File: config.mk
export PLATFORM = sky130hd
export DESIGN_NAME = cubic_bezier_split_at_param
export DESIGN_NICKNAME = d
export VERILOG_FILES = /design/src/design/bzs_pkg.sv /design/src/design/bzs_fifo.sv /design/src/design/bzs_front.sv /design/src/design/bzs_back.sv /design/src/design/cubic_bezier_split_at_param.sv
export SDC_FILE = /design/constraint.sdc
export NUM_CORES = 2
export LEC_CHECK = 0
export ABC_AREA = 1
export BUFFER_PORTS_ARGS = -buffer_cell sky130_fd_sc_hd__buf_2
export CAP_MARGIN = 20
export CELL_PAD_IN_SITES_DETAIL_PLACEMENT = 0
export CELL_PAD_IN_SITES_GLOBAL_PLACEMENT = 1
export CORE_ASPECT_RATIO = 1.75
export CORE_MARGIN = 2
export CORE_UTILIZATION = 50
export DETAILED_ROUTE_END_ITERATION = 8
export PLACE_DENSITY = 0.77
export SLEW_MARGIN = 15
export SYNTH_ARGS = -nofsm -noshare
export SYNTH_HDL_FRONTEND = slang
export SYNTH_SLANG_ARGS = --single-unit
File: constraint.sdc
create_clock -name clock -period 12.55 [get_ports clock]
set_input_delay 1.8825 -clock clock [delete_from_list [all_inputs] [get_ports clock]]
set_output_delay 1.8825 -clock clock [all_outputs]
set_load 0.05 [all_outputs]
File: src/design/bzs_pkg.sv
`timescale 1ns / 1ps
// ----------------------------------------------------------------------------
// bzs_pkg
// Shared types and constants for the cubic Bezier split-at-parameter block.
// ----------------------------------------------------------------------------
package bzs_pkg;

   localparam int MAX_POINTS_DEF  = 65536;
   localparam int FRAC_BITS_DEF   = 16;
   localparam int QUEUE_DEPTH_DEF = 4;

   // status codes reported with end_of_curve
   localparam logic [1:0] ST_OK       = 2'd0;
   localparam logic [1:0] ST_AT_START = 2'd1;
   localparam logic [1:0] ST_AT_END   = 2'd2;
   localparam logic [1:0] ST_MISSING  = 2'd3;

   typedef struct packed {
      logic signed [31:0] point_x;
      logic signed [31:0] point_y;
      logic [15:0]        seg_start;
      logic [16:0]        split_t;
      logic               last_point;
   } req_type;

   typedef struct packed {
      logic signed [31:0] out_x;
      logic signed [31:0] out_y;
      logic               half;
      logic               end_of_curve;
      logic               run_last;
      logic [1:0]         status;
   } rsp_type;

   typedef struct packed {
      logic signed [31:0] x;
      logic signed [31:0] y;
   } point_type;

   // work orders handed from the front to the back
   typedef enum logic [2:0] {
      CMD_PASS,    // emit the point as is
      CMD_STORE0,  // store segment start point and emit it
      CMD_STORE,   // store inner point; dump buffer if curve ends here
      CMD_END,     // split at 1.0 on the curve's last point
      CMD_SPLIT    // full de Casteljau split
   } cmd_type;

   typedef struct packed {
      cmd_type    cmd;
      point_type  pt;
      logic       half;
      logic       last;
      logic [1:0] status;
      logic [1:0] slot;
   } entry_type;

endpackage

File: src/design/bzs_fifo.sv
`timescale 1ns / 1ps
// ----------------------------------------------------------------------------
// bzs_fifo
// Small register queue that decouples the classifier from the executor.
// ----------------------------------------------------------------------------
module bzs_fifo #(
   parameter int WIDTH = 8,
   parameter int DEPTH = 4
) (
   input  logic             clock,
   input  logic             reset,
   input  logic             push,
   input  logic [WIDTH-1:0] push_data,
   output logic             full,
   input  logic             pop,
   output logic [WIDTH-1:0] pop_data,
   output logic             not_empty
);

   localparam int PTRW = (DEPTH > 1) ? $clog2(DEPTH) : 1;
   localparam int CNTW = $clog2(DEPTH + 1);

   logic [WIDTH-1:0] mem_ff [DEPTH];
   logic [PTRW-1:0]  wr_ptr_ff, wr_ptr_in;
   logic [PTRW-1:0]  rd_ptr_ff, rd_ptr_in;
   logic [CNTW-1:0]  count_ff, count_in;

   assign full      = (count_ff == CNTW'(DEPTH));
   assign not_empty = (count_ff != '0);
   assign pop_data  = mem_ff[rd_ptr_ff];

   always_comb begin
      wr_ptr_in = wr_ptr_ff;
      rd_ptr_in = rd_ptr_ff;
      count_in  = count_ff;
      if (push) begin
         wr_ptr_in = (wr_ptr_ff == PTRW'(DEPTH - 1)) ? '0 : wr_ptr_ff + 1'b1;
      end
      if (pop) begin
         rd_ptr_in = (rd_ptr_ff == PTRW'(DEPTH - 1)) ? '0 : rd_ptr_ff + 1'b1;
      end
      if (push && !pop) begin
         count_in = count_ff + 1'b1;
      end else if (pop && !push) begin
         count_in = count_ff - 1'b1;
      end
   end

   always_ff @(posedge clock) begin
      if (reset) begin
         wr_ptr_ff <= '0;
         rd_ptr_ff <= '0;
         count_ff  <= '0;
      end else begin
         wr_ptr_ff <= wr_ptr_in;
         rd_ptr_ff <= rd_ptr_in;
         count_ff  <= count_in;
      end
      if (push) begin
         mem_ff[wr_ptr_ff] <= push_data;
      end
   end

   a_no_overflow: assert property (@(posedge clock) disable iff (reset)
      !(push && full && !pop))
      else $error("queue push while full");

   a_no_underflow: assert property (@(posedge clock) disable iff (reset)
      !(pop && !not_empty))
      else $error("queue pop while empty");

   a_count_tracks: assert property (@(posedge clock) disable iff (reset)
      (push && !pop && !full) |=> (count_ff == $past(count_ff) + 1'b1))
      else $error("queue count lost a push");

endmodule

File: src/design/bzs_front.sv
`timescale 1ns / 1ps
// ----------------------------------------------------------------------------
// bzs_front
// Counts points of the curve and classifies each against the split segment.
// ----------------------------------------------------------------------------
module bzs_front
   import bzs_pkg::*;
#(
   parameter int MAX_POINTS = MAX_POINTS_DEF,
   parameter int FRAC_BITS  = FRAC_BITS_DEF
) (
   input  logic                 clock,
   input  logic                 reset,
   input  logic                 in_valid,
   output logic                 in_ready,
   input  req_type              in_data,
   output logic                 push,
   output entry_type            push_entry,
   output logic [FRAC_BITS:0]   push_t,
   input  logic                 queue_full
);

   localparam int CW   = (MAX_POINTS > 2) ? $clog2(MAX_POINTS) : 1;
   localparam int PW   = FRAC_BITS + 1;
   localparam int TW   = (PW > 17) ? PW : 17;
   localparam int CMPW = ((CW > 17) ? CW : 17) + 1;
   localparam logic [TW-1:0] ONE_W = TW'(1) << FRAC_BITS;

   logic [CW-1:0] count_ff, count_in;
   logic [15:0]   start_ff, start_in;
   logic [PW-1:0] param_ff, param_in;
   logic          done_ff, done_in;

   logic            accept, first, no_split, at_one;
   logic [TW-1:0]   t_wide;
   logic [15:0]     start_cur;
   logic [PW-1:0]   param_cur;
   logic [CMPW-1:0] n_w, s_w, rel;
   entry_type       entry;

   assign in_ready = !queue_full;
   assign accept   = in_valid && !queue_full;

   always_comb begin
      first     = (count_ff == '0);
      t_wide    = TW'(in_data.split_t);
      start_cur = first ? in_data.seg_start : start_ff;
      param_cur = param_ff;
      if (first) begin
         param_cur = (t_wide > ONE_W) ? PW'(ONE_W) : PW'(t_wide);
      end
      no_split = (start_cur == '0) && (param_cur == '0);
      at_one   = (param_cur == PW'(ONE_W));
      n_w      = CMPW'(count_ff);
      s_w      = CMPW'(start_cur);
      rel      = n_w - s_w;

      entry.cmd    = CMD_PASS;
      entry.pt.x   = in_data.point_x;
      entry.pt.y   = in_data.point_y;
      entry.half   = 1'b0;
      entry.last   = in_data.last_point;
      entry.status = ST_MISSING;
      entry.slot   = rel[1:0];

      if (no_split) begin
         entry.status = ST_AT_START;
      end else if (done_ff) begin
         entry.half   = 1'b1;
         entry.status = ST_OK;
      end else if (n_w < s_w) begin
         entry.cmd = CMD_PASS;
      end else if (n_w == s_w) begin
         entry.cmd = CMD_STORE0;
      end else if (n_w < s_w + CMPW'(3)) begin
         entry.cmd = CMD_STORE;
      end else if (n_w == s_w + CMPW'(3)) begin
         if (in_data.last_point && at_one) begin
            entry.cmd    = CMD_END;
            entry.status = ST_AT_END;
         end else begin
            entry.cmd    = CMD_SPLIT;
            entry.status = ST_OK;
         end
      end else begin
         entry.half   = 1'b1;
         entry.status = ST_OK;
      end

      count_in = count_ff;
      start_in = start_ff;
      param_in = param_ff;
      done_in  = done_ff;
      if (accept) begin
         start_in = start_cur;
         param_in = param_cur;
         if (in_data.last_point) begin
            count_in = '0;
            done_in  = 1'b0;
         end else begin
            if (count_ff < CW'(MAX_POINTS - 1)) begin
               count_in = count_ff + 1'b1;
            end
            if (entry.cmd == CMD_SPLIT) begin
               done_in = 1'b1;
            end
         end
      end
   end

   assign push       = accept;
   assign push_entry = entry;
   assign push_t     = param_cur;

   always_ff @(posedge clock) begin
      if (reset) begin
         count_ff <= '0;
         start_ff <= '0;
         param_ff <= '0;
         done_ff  <= 1'b0;
      end else begin
         count_ff <= count_in;
         start_ff <= start_in;
         param_ff <= param_in;
         done_ff  <= done_in;
      end
   end

endmodule

File: src/design/bzs_back.sv
`timescale 1ns / 1ps
// ----------------------------------------------------------------------------
// bzs_back
// Executes queued work: pass-through, segment buffering and the split,
// driving the registered result channel.
// ----------------------------------------------------------------------------
module bzs_back
   import bzs_pkg::*;
#(
   parameter int FRAC_BITS = FRAC_BITS_DEF
) (
   input  logic               clock,
   input  logic               reset,
   input  logic               q_valid,
   input  entry_type          q_entry,
   input  logic [FRAC_BITS:0] q_t,
   output logic               q_pop,
   output logic               out_valid,
   input  logic               out_ready,
   output rsp_type            out_data
);

   localparam int PW  = FRAC_BITS + 1;
   localparam int PRW = 33 + PW + 1;
   localparam logic signed [PRW-1:0] RND = PRW'(1) << (FRAC_BITS - 1);

   typedef enum logic [2:0] {S_IDLE, S_DUMP, S_MUL, S_ADD, S_EMIT} state_type;

   state_type state_ff, state_in;
   logic      rsp_valid_ff, rsp_valid_in;
   rsp_type   rsp_ff, rsp_in;

   entry_type     cur_ff, cur_in;
   logic [PW-1:0] t_ff, t_in;
   point_type     buf0_ff, buf0_in, buf1_ff, buf1_in, buf2_ff, buf2_in;
   point_type     a_ff, a_in, b_ff, b_in, c_ff, c_in;
   point_type     d_ff, d_in, e_ff, e_in, m_ff, m_in;
   point_type     base_ff, base_in;
   logic signed [PRW-1:0] prod_x_ff, prod_x_in, prod_y_ff, prod_y_in;
   logic [1:0]    idx_ff, idx_in, end_ff, end_in;
   logic [2:0]    step_ff, step_in;

   logic                  out_free, fin;
   point_type             op_a, op_b, sel_pt, lerp_res;
   logic signed [32:0]    diff_x, diff_y;
   logic signed [PW:0]    t_s;
   logic signed [PRW-1:0] biased_x, biased_y, shift_x, shift_y;

   function automatic rsp_type make_rsp(point_type p, logic h, logic eoc, logic rl,
                                        logic [1:0] st);
      rsp_type r;
      r.out_x        = p.x;
      r.out_y        = p.y;
      r.half         = h;
      r.end_of_curve = eoc;
      r.run_last     = rl;
      r.status       = eoc ? st : ST_OK;
      return r;
   endfunction

   // operand select for the shared lerp lanes
   always_comb begin
      case (step_ff)
         3'd0:    begin op_a = buf0_ff; op_b = buf1_ff;   end
         3'd1:    begin op_a = buf1_ff; op_b = buf2_ff;   end
         3'd2:    begin op_a = buf2_ff; op_b = cur_ff.pt; end
         3'd3:    begin op_a = a_ff;    op_b = b_ff;      end
         3'd4:    begin op_a = b_ff;    op_b = c_ff;      end
         default: begin op_a = d_ff;    op_b = e_ff;      end
      endcase
   end

   assign diff_x = {op_b.x[31], op_b.x} - {op_a.x[31], op_a.x};
   assign diff_y = {op_b.y[31], op_b.y} - {op_a.y[31], op_a.y};
   assign t_s    = $signed({1'b0, t_ff});

   // round half up: floor((prod + half) / 2^FRAC_BITS), then add the base
   assign biased_x   = prod_x_ff + RND;
   assign biased_y   = prod_y_ff + RND;
   assign shift_x    = biased_x >>> FRAC_BITS;
   assign shift_y    = biased_y >>> FRAC_BITS;
   assign lerp_res.x = base_ff.x + shift_x[31:0];
   assign lerp_res.y = base_ff.y + shift_y[31:0];

   assign out_free = !rsp_valid_ff || out_ready;

   always_comb begin
      state_in     = state_ff;
      rsp_valid_in = out_free ? 1'b0 : rsp_valid_ff;
      rsp_in       = rsp_ff;
      cur_in       = cur_ff;
      t_in         = t_ff;
      buf0_in      = buf0_ff;
      buf1_in      = buf1_ff;
      buf2_in      = buf2_ff;
      a_in         = a_ff;
      b_in         = b_ff;
      c_in         = c_ff;
      d_in         = d_ff;
      e_in         = e_ff;
      m_in         = m_ff;
      base_in      = base_ff;
      prod_x_in    = prod_x_ff;
      prod_y_in    = prod_y_ff;
      idx_in       = idx_ff;
      end_in       = end_ff;
      step_in      = step_ff;
      q_pop        = 1'b0;
      fin          = 1'b0;
      sel_pt       = cur_ff.pt;

      unique case (state_ff)
         S_IDLE: begin
            if (q_valid && out_free) begin
               q_pop  = 1'b1;
               cur_in = q_entry;
               t_in   = q_t;
               unique case (q_entry.cmd)
                  CMD_PASS: begin
                     rsp_valid_in = 1'b1;
                     rsp_in = make_rsp(q_entry.pt, q_entry.half, q_entry.last, 1'b1,
                                       q_entry.status);
                  end
                  CMD_STORE0: begin
                     buf0_in      = q_entry.pt;
                     rsp_valid_in = 1'b1;
                     rsp_in = make_rsp(q_entry.pt, 1'b0, q_entry.last, 1'b1,
                                       q_entry.status);
                  end
                  CMD_STORE: begin
                     if (q_entry.slot == 2'd2) begin
                        buf2_in = q_entry.pt;
                     end else begin
                        buf1_in = q_entry.pt;
                     end
                     if (q_entry.last) begin
                        idx_in   = 2'd1;
                        end_in   = q_entry.slot;
                        state_in = S_DUMP;
                     end
                  end
                  CMD_END: begin
                     idx_in   = 2'd1;
                     end_in   = 2'd3;
                     state_in = S_DUMP;
                  end
                  CMD_SPLIT: begin
                     step_in  = '0;
                     state_in = S_MUL;
                  end
                  default: ;
               endcase
            end
         end
         S_DUMP: begin
            if (out_free) begin
               fin = (idx_ff == end_ff);
               if (fin) begin
                  sel_pt = cur_ff.pt;
               end else if (idx_ff == 2'd1) begin
                  sel_pt = buf1_ff;
               end else begin
                  sel_pt = buf2_ff;
               end
               rsp_valid_in = 1'b1;
               rsp_in = make_rsp(sel_pt, 1'b0, fin && cur_ff.last, fin, cur_ff.status);
               idx_in = idx_ff + 1'b1;
               if (fin) begin
                  state_in = S_IDLE;
               end
            end
         end
         S_MUL: begin
            prod_x_in = diff_x * t_s;
            prod_y_in = diff_y * t_s;
            base_in   = op_a;
            state_in  = S_ADD;
         end
         S_ADD: begin
            case (step_ff)
               3'd0:    a_in = lerp_res;
               3'd1:    b_in = lerp_res;
               3'd2:    c_in = lerp_res;
               3'd3:    d_in = lerp_res;
               3'd4:    e_in = lerp_res;
               default: m_in = lerp_res;
            endcase
            if (step_ff == 3'd5) begin
               step_in  = '0;
               state_in = S_EMIT;
            end else begin
               step_in  = step_ff + 1'b1;
               state_in = S_MUL;
            end
         end
         S_EMIT: begin
            if (out_free) begin
               fin = (step_ff == 3'd6);
               rsp_valid_in = 1'b1;
               case (step_ff)
                  3'd0:    rsp_in = make_rsp(a_ff, 1'b0, 1'b0, 1'b0, ST_OK);
                  3'd1:    rsp_in = make_rsp(d_ff, 1'b0, 1'b0, 1'b0, ST_OK);
                  3'd2:    rsp_in = make_rsp(m_ff, 1'b0, 1'b0, 1'b0, ST_OK);
                  3'd3:    rsp_in = make_rsp(m_ff, 1'b1, 1'b0, 1'b0, ST_OK);
                  3'd4:    rsp_in = make_rsp(e_ff, 1'b1, 1'b0, 1'b0, ST_OK);
                  3'd5:    rsp_in = make_rsp(c_ff, 1'b1, 1'b0, 1'b0, ST_OK);
                  default: rsp_in = make_rsp(cur_ff.pt, 1'b1, cur_ff.last, 1'b1,
                                             cur_ff.status);
               endcase
               step_in = step_ff + 1'b1;
               if (fin) begin
                  step_in  = '0;
                  state_in = S_IDLE;
               end
            end
         end
         default: state_in = S_IDLE;
      endcase
   end

   always_ff @(posedge clock) begin
      if (reset) begin
         state_ff     <= S_IDLE;
         rsp_valid_ff <= 1'b0;
         step_ff      <= '0;
      end else begin
         state_ff     <= state_in;
         rsp_valid_ff <= rsp_valid_in;
         step_ff      <= step_in;
      end
      rsp_ff    <= rsp_in;
      cur_ff    <= cur_in;
      t_ff      <= t_in;
      buf0_ff   <= buf0_in;
      buf1_ff   <= buf1_in;
      buf2_ff   <= buf2_in;
      a_ff      <= a_in;
      b_ff      <= b_in;
      c_ff      <= c_in;
      d_ff      <= d_in;
      e_ff      <= e_in;
      m_ff      <= m_in;
      base_ff   <= base_in;
      prod_x_ff <= prod_x_in;
      prod_y_ff <= prod_y_in;
      idx_ff    <= idx_in;
      end_ff    <= end_in;
   end

   assign out_valid = rsp_valid_ff;
   assign out_data  = rsp_ff;

   a_pop_only_idle: assert property (@(posedge clock) disable iff (reset)
      q_pop |-> (state_ff == S_IDLE))
      else $error("queue popped while busy");

   a_emit_last_marks: assert property (@(posedge clock) disable iff (reset)
      (state_ff == S_EMIT && step_ff == 3'd6 && out_free) |=>
         (out_valid && out_data.run_last && out_data.half))
      else $error("split did not close with run_last on half 1");

   a_split_steps: assert property (@(posedge clock) disable iff (reset)
      (state_ff == S_ADD && step_ff != 3'd5) |=> (state_ff == S_MUL))
      else $error("lerp sequence broken");

endmodule

File: src/design/cubic_bezier_split_at_param.sv
`timescale 1ns / 1ps
// ----------------------------------------------------------------------------
// cubic_bezier_split_at_param
// Streams control points of a cubic Bezier curve and splits one segment at
// parameter t by de Casteljau subdivision.
// ----------------------------------------------------------------------------
// A pass-through point is registered in the queue, then in the result register.
// Throughput: one transaction per cycle for points with at most one result, while the
// back end is idle and rsp_ready is high. The closing point of the split segment holds
// the back end to pop it, run six two-lane lerps (multiply, then round and add) and
// emit seven results; the queue keeps accepting while it has room.
// Reset clears the point counter, held parameters, queue and result channel.
// ----------------------------------------------------------------------------
module cubic_bezier_split_at_param
   import bzs_pkg::*;
#(
   parameter int MAX_POINTS = MAX_POINTS_DEF,
   parameter int FRAC_BITS  = FRAC_BITS_DEF
) (
   input  logic    clock,
   input  logic    reset,
   input  logic    req_valid,
   output logic    req_ready,
   input  req_type req_data,
   output logic    rsp_valid,
   input  logic    rsp_ready,
   output rsp_type rsp_data
);

   localparam int QW = $bits(entry_type) + FRAC_BITS + 1;

   // front to queue
   logic               push, queue_full;
   entry_type          push_entry;
   logic [FRAC_BITS:0] push_t;

   // queue to back
   logic               pop, q_valid;
   logic [QW-1:0]      q_word;
   entry_type          q_entry;
   logic [FRAC_BITS:0] q_t;

   // Classify each transaction against the segment window and tag it with
   // the work the back end has to do.
   bzs_front #(
      .MAX_POINTS (MAX_POINTS),
      .FRAC_BITS  (FRAC_BITS)
   ) u_front (
      .clock      (clock),
      .reset      (reset),
      .in_valid   (req_valid),
      .in_ready   (req_ready),
      .in_data    (req_data),
      .push       (push),
      .push_entry (push_entry),
      .push_t     (push_t),
      .queue_full (queue_full)
   );

   // Carry the split parameter alongside each entry so a new curve can start
   // in the front while the back still works on the previous split.
   bzs_fifo #(
      .WIDTH (QW),
      .DEPTH (QUEUE_DEPTH_DEF)
   ) u_queue (
      .clock     (clock),
      .reset     (reset),
      .push      (push),
      .push_data ({push_t, push_entry}),
      .full      (queue_full),
      .pop       (pop),
      .pop_data  (q_word),
      .not_empty (q_valid)
   );

   assign q_entry = q_word[$bits(entry_type)-1:0];
   assign q_t     = q_word[QW-1:$bits(entry_type)];

   // Hold the segment buffer, run the lerps and drive the result register.
   bzs_back #(
      .FRAC_BITS (FRAC_BITS)
   ) u_back (
      .clock     (clock),
      .reset     (reset),
      .q_valid   (q_valid),
      .q_entry   (q_entry),
      .q_t       (q_t),
      .q_pop     (pop),
      .out_valid (rsp_valid),
      .out_ready (rsp_ready),
      .out_data  (rsp_data)
   );

endmodule
==> flow_metrics.py <==
metrics = {
    "synth": {
        "synth.distinct_cells": 81,
        "synthMuxAreaShare": 0.000102,
        "syn_area_um2": 98200,
        "synth_cells": 10200,
        "synth_compound_area_frac": 0.106,
        "syn_area_per_cell_um2": 9.64,
        "synthAdderAreaFrac": 0.261,
        "synth-xor-area-share": 0.0229,
        "ys.flop_type": "edfxtp_1",
        "yosys_warnings": 0,
        "synth_nets": 11700,
        "synth_seq_cells": 1289,
        "synth_edf_count": 1223,
        "async_flop_share": 0,
        "yosys.area_share.simple": 0.129,
        "seq_area_frac_synth": 0.387,
        "synth_top_family_by_area": "adder cells",
    },
    "clock_tree": {
        "hold_buffers": 0,
        "cts-resized-gates": 0,
        "cts_tree": "built",
        "insertion_delay_ps": 800,
        "postCtsSetupBuffers": 0,
        "numClockSinks": 1289,
        "cts_root_buffer": "clkbuf_16",
        "numCtsBuffers": 111,
        "clk_path_buf_depth": 3,
        "ctsHtreeMaxLevel": 3,
        "path_clk_slew_ps": 70,
    },
    "die": {
        "start_util": 0.502,
        "fp.dieArea_um2": 200000,
        "die_y_um": 590,
        "ios": 173,
        "core_um2": 196000,
        "die_width_um": 339,
        "num_rows": 215,
    },
    "place": {
        "io_buffers": 172,
        "dp_slack_ps": 1230,
        "routabilityCongestion": 0.978,
        "placed_cells": 12700,
        "dp_hpwl_mm": 248,
    },
    "setup_path": {
        "worstPathArrival_ps": 12030,
        "crit_path_max_incr_delay_ps": 810,
        "crit_slowest_cell": "a2111oi_0",
        "worst-setup-path-type": "flip-flop to flip-flop",
        "path_max_fanout": 33,
        "endpoint_kind": "flip-flop",
        "crit_path_start_kind": "flip-flop",
        "cp.required_ps": 13040,
    },
    "timing": {
        "maxSlewHeadroom": 0.147,
        "max_freq_ghz": 0.0867,
        "hold_slack_ps": 494,
        "hold_viol_final": 0,
        "finalMaxSlewViolations": 0,
        "fin_setup_tns_ps": 0,
        "period_needed_ps": 11530,
        "finClkSkew_ps": 104,
        "setup_slack_ps": 1020,
        "finalCritPeriodShare": 0.919,
        "worst_pin_slew_ps": 1280,
        "final-setup-viol-count": 0,
        "rsz0062_at_grt": "false",
    },
    "finish": {
        "areaGrowthSynthToFinish_pct": 7.80,
        "nNetsFinal": 11700,
        "final_cells": 12900,
        "drive_gt1_frac": 0.0700,
    },
    "global_routing": {
        "grt_max_degree": 125,
        "grt_pass1_vias": 77400,
        "overflow": 0,
        "antenna_found_initial": 11,
        "grt_usage": 0.333,
        "grt_first_pass_wirelength_mm": 492,
    },
    "route": {
        "drc": 0,
        "drtPass1Iterations": 6,
        "routed_wl_mm": 332,
        "drt_iter0_markers": 6395,
        "ant_nets": 0,
        "vias_per_cell": 5.78,
        "num_vias": 74600,
        "wl_per_cell_um": 25.7,
    },
    "worst_hold_path": {
        "hp-class": "flip-flop to flip-flop",
    },
    "outcome": {
        "outcome": "finished clean",
    },
    "job": {
        "cap_viol_max_count": 0,
    },
}
layer usage:
| layer | track usage | vias up | routed length, µm | part of all wire |
|---|---|---|---|---|
| met5 | 0 | - | 45 | 0.00014 |
| met4 | 0.208 | 6 | 24500 | 0.074 |
| met3 | 0.0348 | 933 | 20100 | 0.060 |
| met2 | 0.593 | 3227 | 169000 | 0.51 |
| met1 | 0.383 | 37500 | 119000 | 0.36 |
| li1 | - | 33000 | - | - |
area by class of cell:
cell class              count  area [µm²]
diodes                      3        7.51
repair buffers            316        2070
flip-flops and latches   1289       38100
clock inverters            71         738
fillers                 17800       89700
inverters                2020        7600
clock buffers             138        2970
multi-input cells        6469       51200
well taps                2604        3260
cells in the final DEF (no fill, tap or decap), drive strengths merged, types with 40 or more instances in the layout:
cell type / count
a22oi: 46
a211oi: 40
nor3: 58
buf: 316
nand3: 184
a221oi: 139
or2: 79
clkbuf: 138
clkinv: 60
o22ai: 161
ha: 392
o21ai: 533
dfxtp: 66
nand4: 64
fa: 1034
nand2: 1349
o211ai: 88
a21oi: 473
xor2: 163
inv: 2011
xnor2: 91
a31oi: 56
edfxtp: 1223
nor2: 1317
per-stage QoR:
step,instance area (µm²),utilization
4_1_cts,106000,0.541
3_3_place_gp,102000,0.522
2_1_floorplan,98200,-
6_report,106000,0.541
3_5_place_dp,102000,0.522
5_1_grt,106000,0.541
Yosys cell counts (46+ instances only):
| master | count | area [µm²] |
|---|---|---|
| o21ai_0 | 488 | 2440 |
| or2_2 | 69 | 432 |
| a22oi_1 | 46 | 345 |
| a31oi_1 | 55 | 344 |
| fa_1 | 1034 | 20700 |
| inv_1 | 1987 | 7460 |
| nand2_1 | 1330 | 4990 |
| edfxtp_1 | 1223 | 36700 |
| dfxtp_1 | 66 | 1320 |
| o211ai_1 | 88 | 661 |
| nand4_1 | 61 | 382 |
| o22ai_1 | 160 | 1000 |
| nand3_1 | 180 | 901 |
| a221oi_1 | 139 | 1220 |
| nor3_1 | 53 | 265 |
| xor2_1 | 160 | 1400 |
| nor2_1 | 1301 | 4880 |
| a21oi_1 | 470 | 2350 |
| xnor2_1 | 91 | 797 |
| ha_1 | 392 | 4900 |
| clkbuf_1 | 324 | 1220 |
critical path, delay by kind of cell, from the launching register on:
family / cells / cell delay, ps
flops: 1 / 340
compound gates: 9 / 2500
xor+xnor: 1 / 140
simple gates: 16 / 2610
buf+inv: 10 / 1660
fa+ha+maj: 9 / 3990
registers in the layout (all words and copies together), names as in the netlist, 64 cells and up, named ones only:
signal / flops
u_back.a_ff: 64
u_back.d_ff: 64
u_back.out_data: 69
u_queue.mem_ff: 360
u_back.b_ff: 64
u_back.e_ff: 64
u_back.buf0_ff: 64
u_back.buf2_ff: 64
u_back.c_ff: 64
u_back.m_ff: 64
u_back.cur_ff: 67
u_back.base_ff: 64
u_back.buf1_ff: 64
worst paths after layout:
| kind | startpoint | slack, ps | depth (start not counted) | endpoint |
|---|---|---|---|---|
| max reg2reg | u_back.step_ff[0] | 1020 | 45 | u_back.prod_x_ff[40] |
| min | u_queue.count_ff[2] | 490 | 2 | u_queue.count_ff[2] |
| min reg2reg | u_queue.count_ff[2] | 490 | 2 | u_queue.count_ff[2] |
| max | u_back.step_ff[0] | 1020 | 45 | u_back.prod_x_ff[40] |
logic make-up (layout without fill, tap and decap cells):
family / count (synthesis) / after routing
multiplexers: 1 / 1
buffers and inverters: 2433 / 2545
other: 0 / 3
AO/OA/AOI/OAI: 1691 / 1691
AND/OR/NAND/NOR: 3097 / 3097
XOR/XNOR: 254 / 254
flip-flops: 1289 / 1289
adder cells (fa/ha/maj): 1426 / 1426
Power is not shown: default switching activity piles up to over one toggle a cycle in this logic, so the estimate is an artifact.
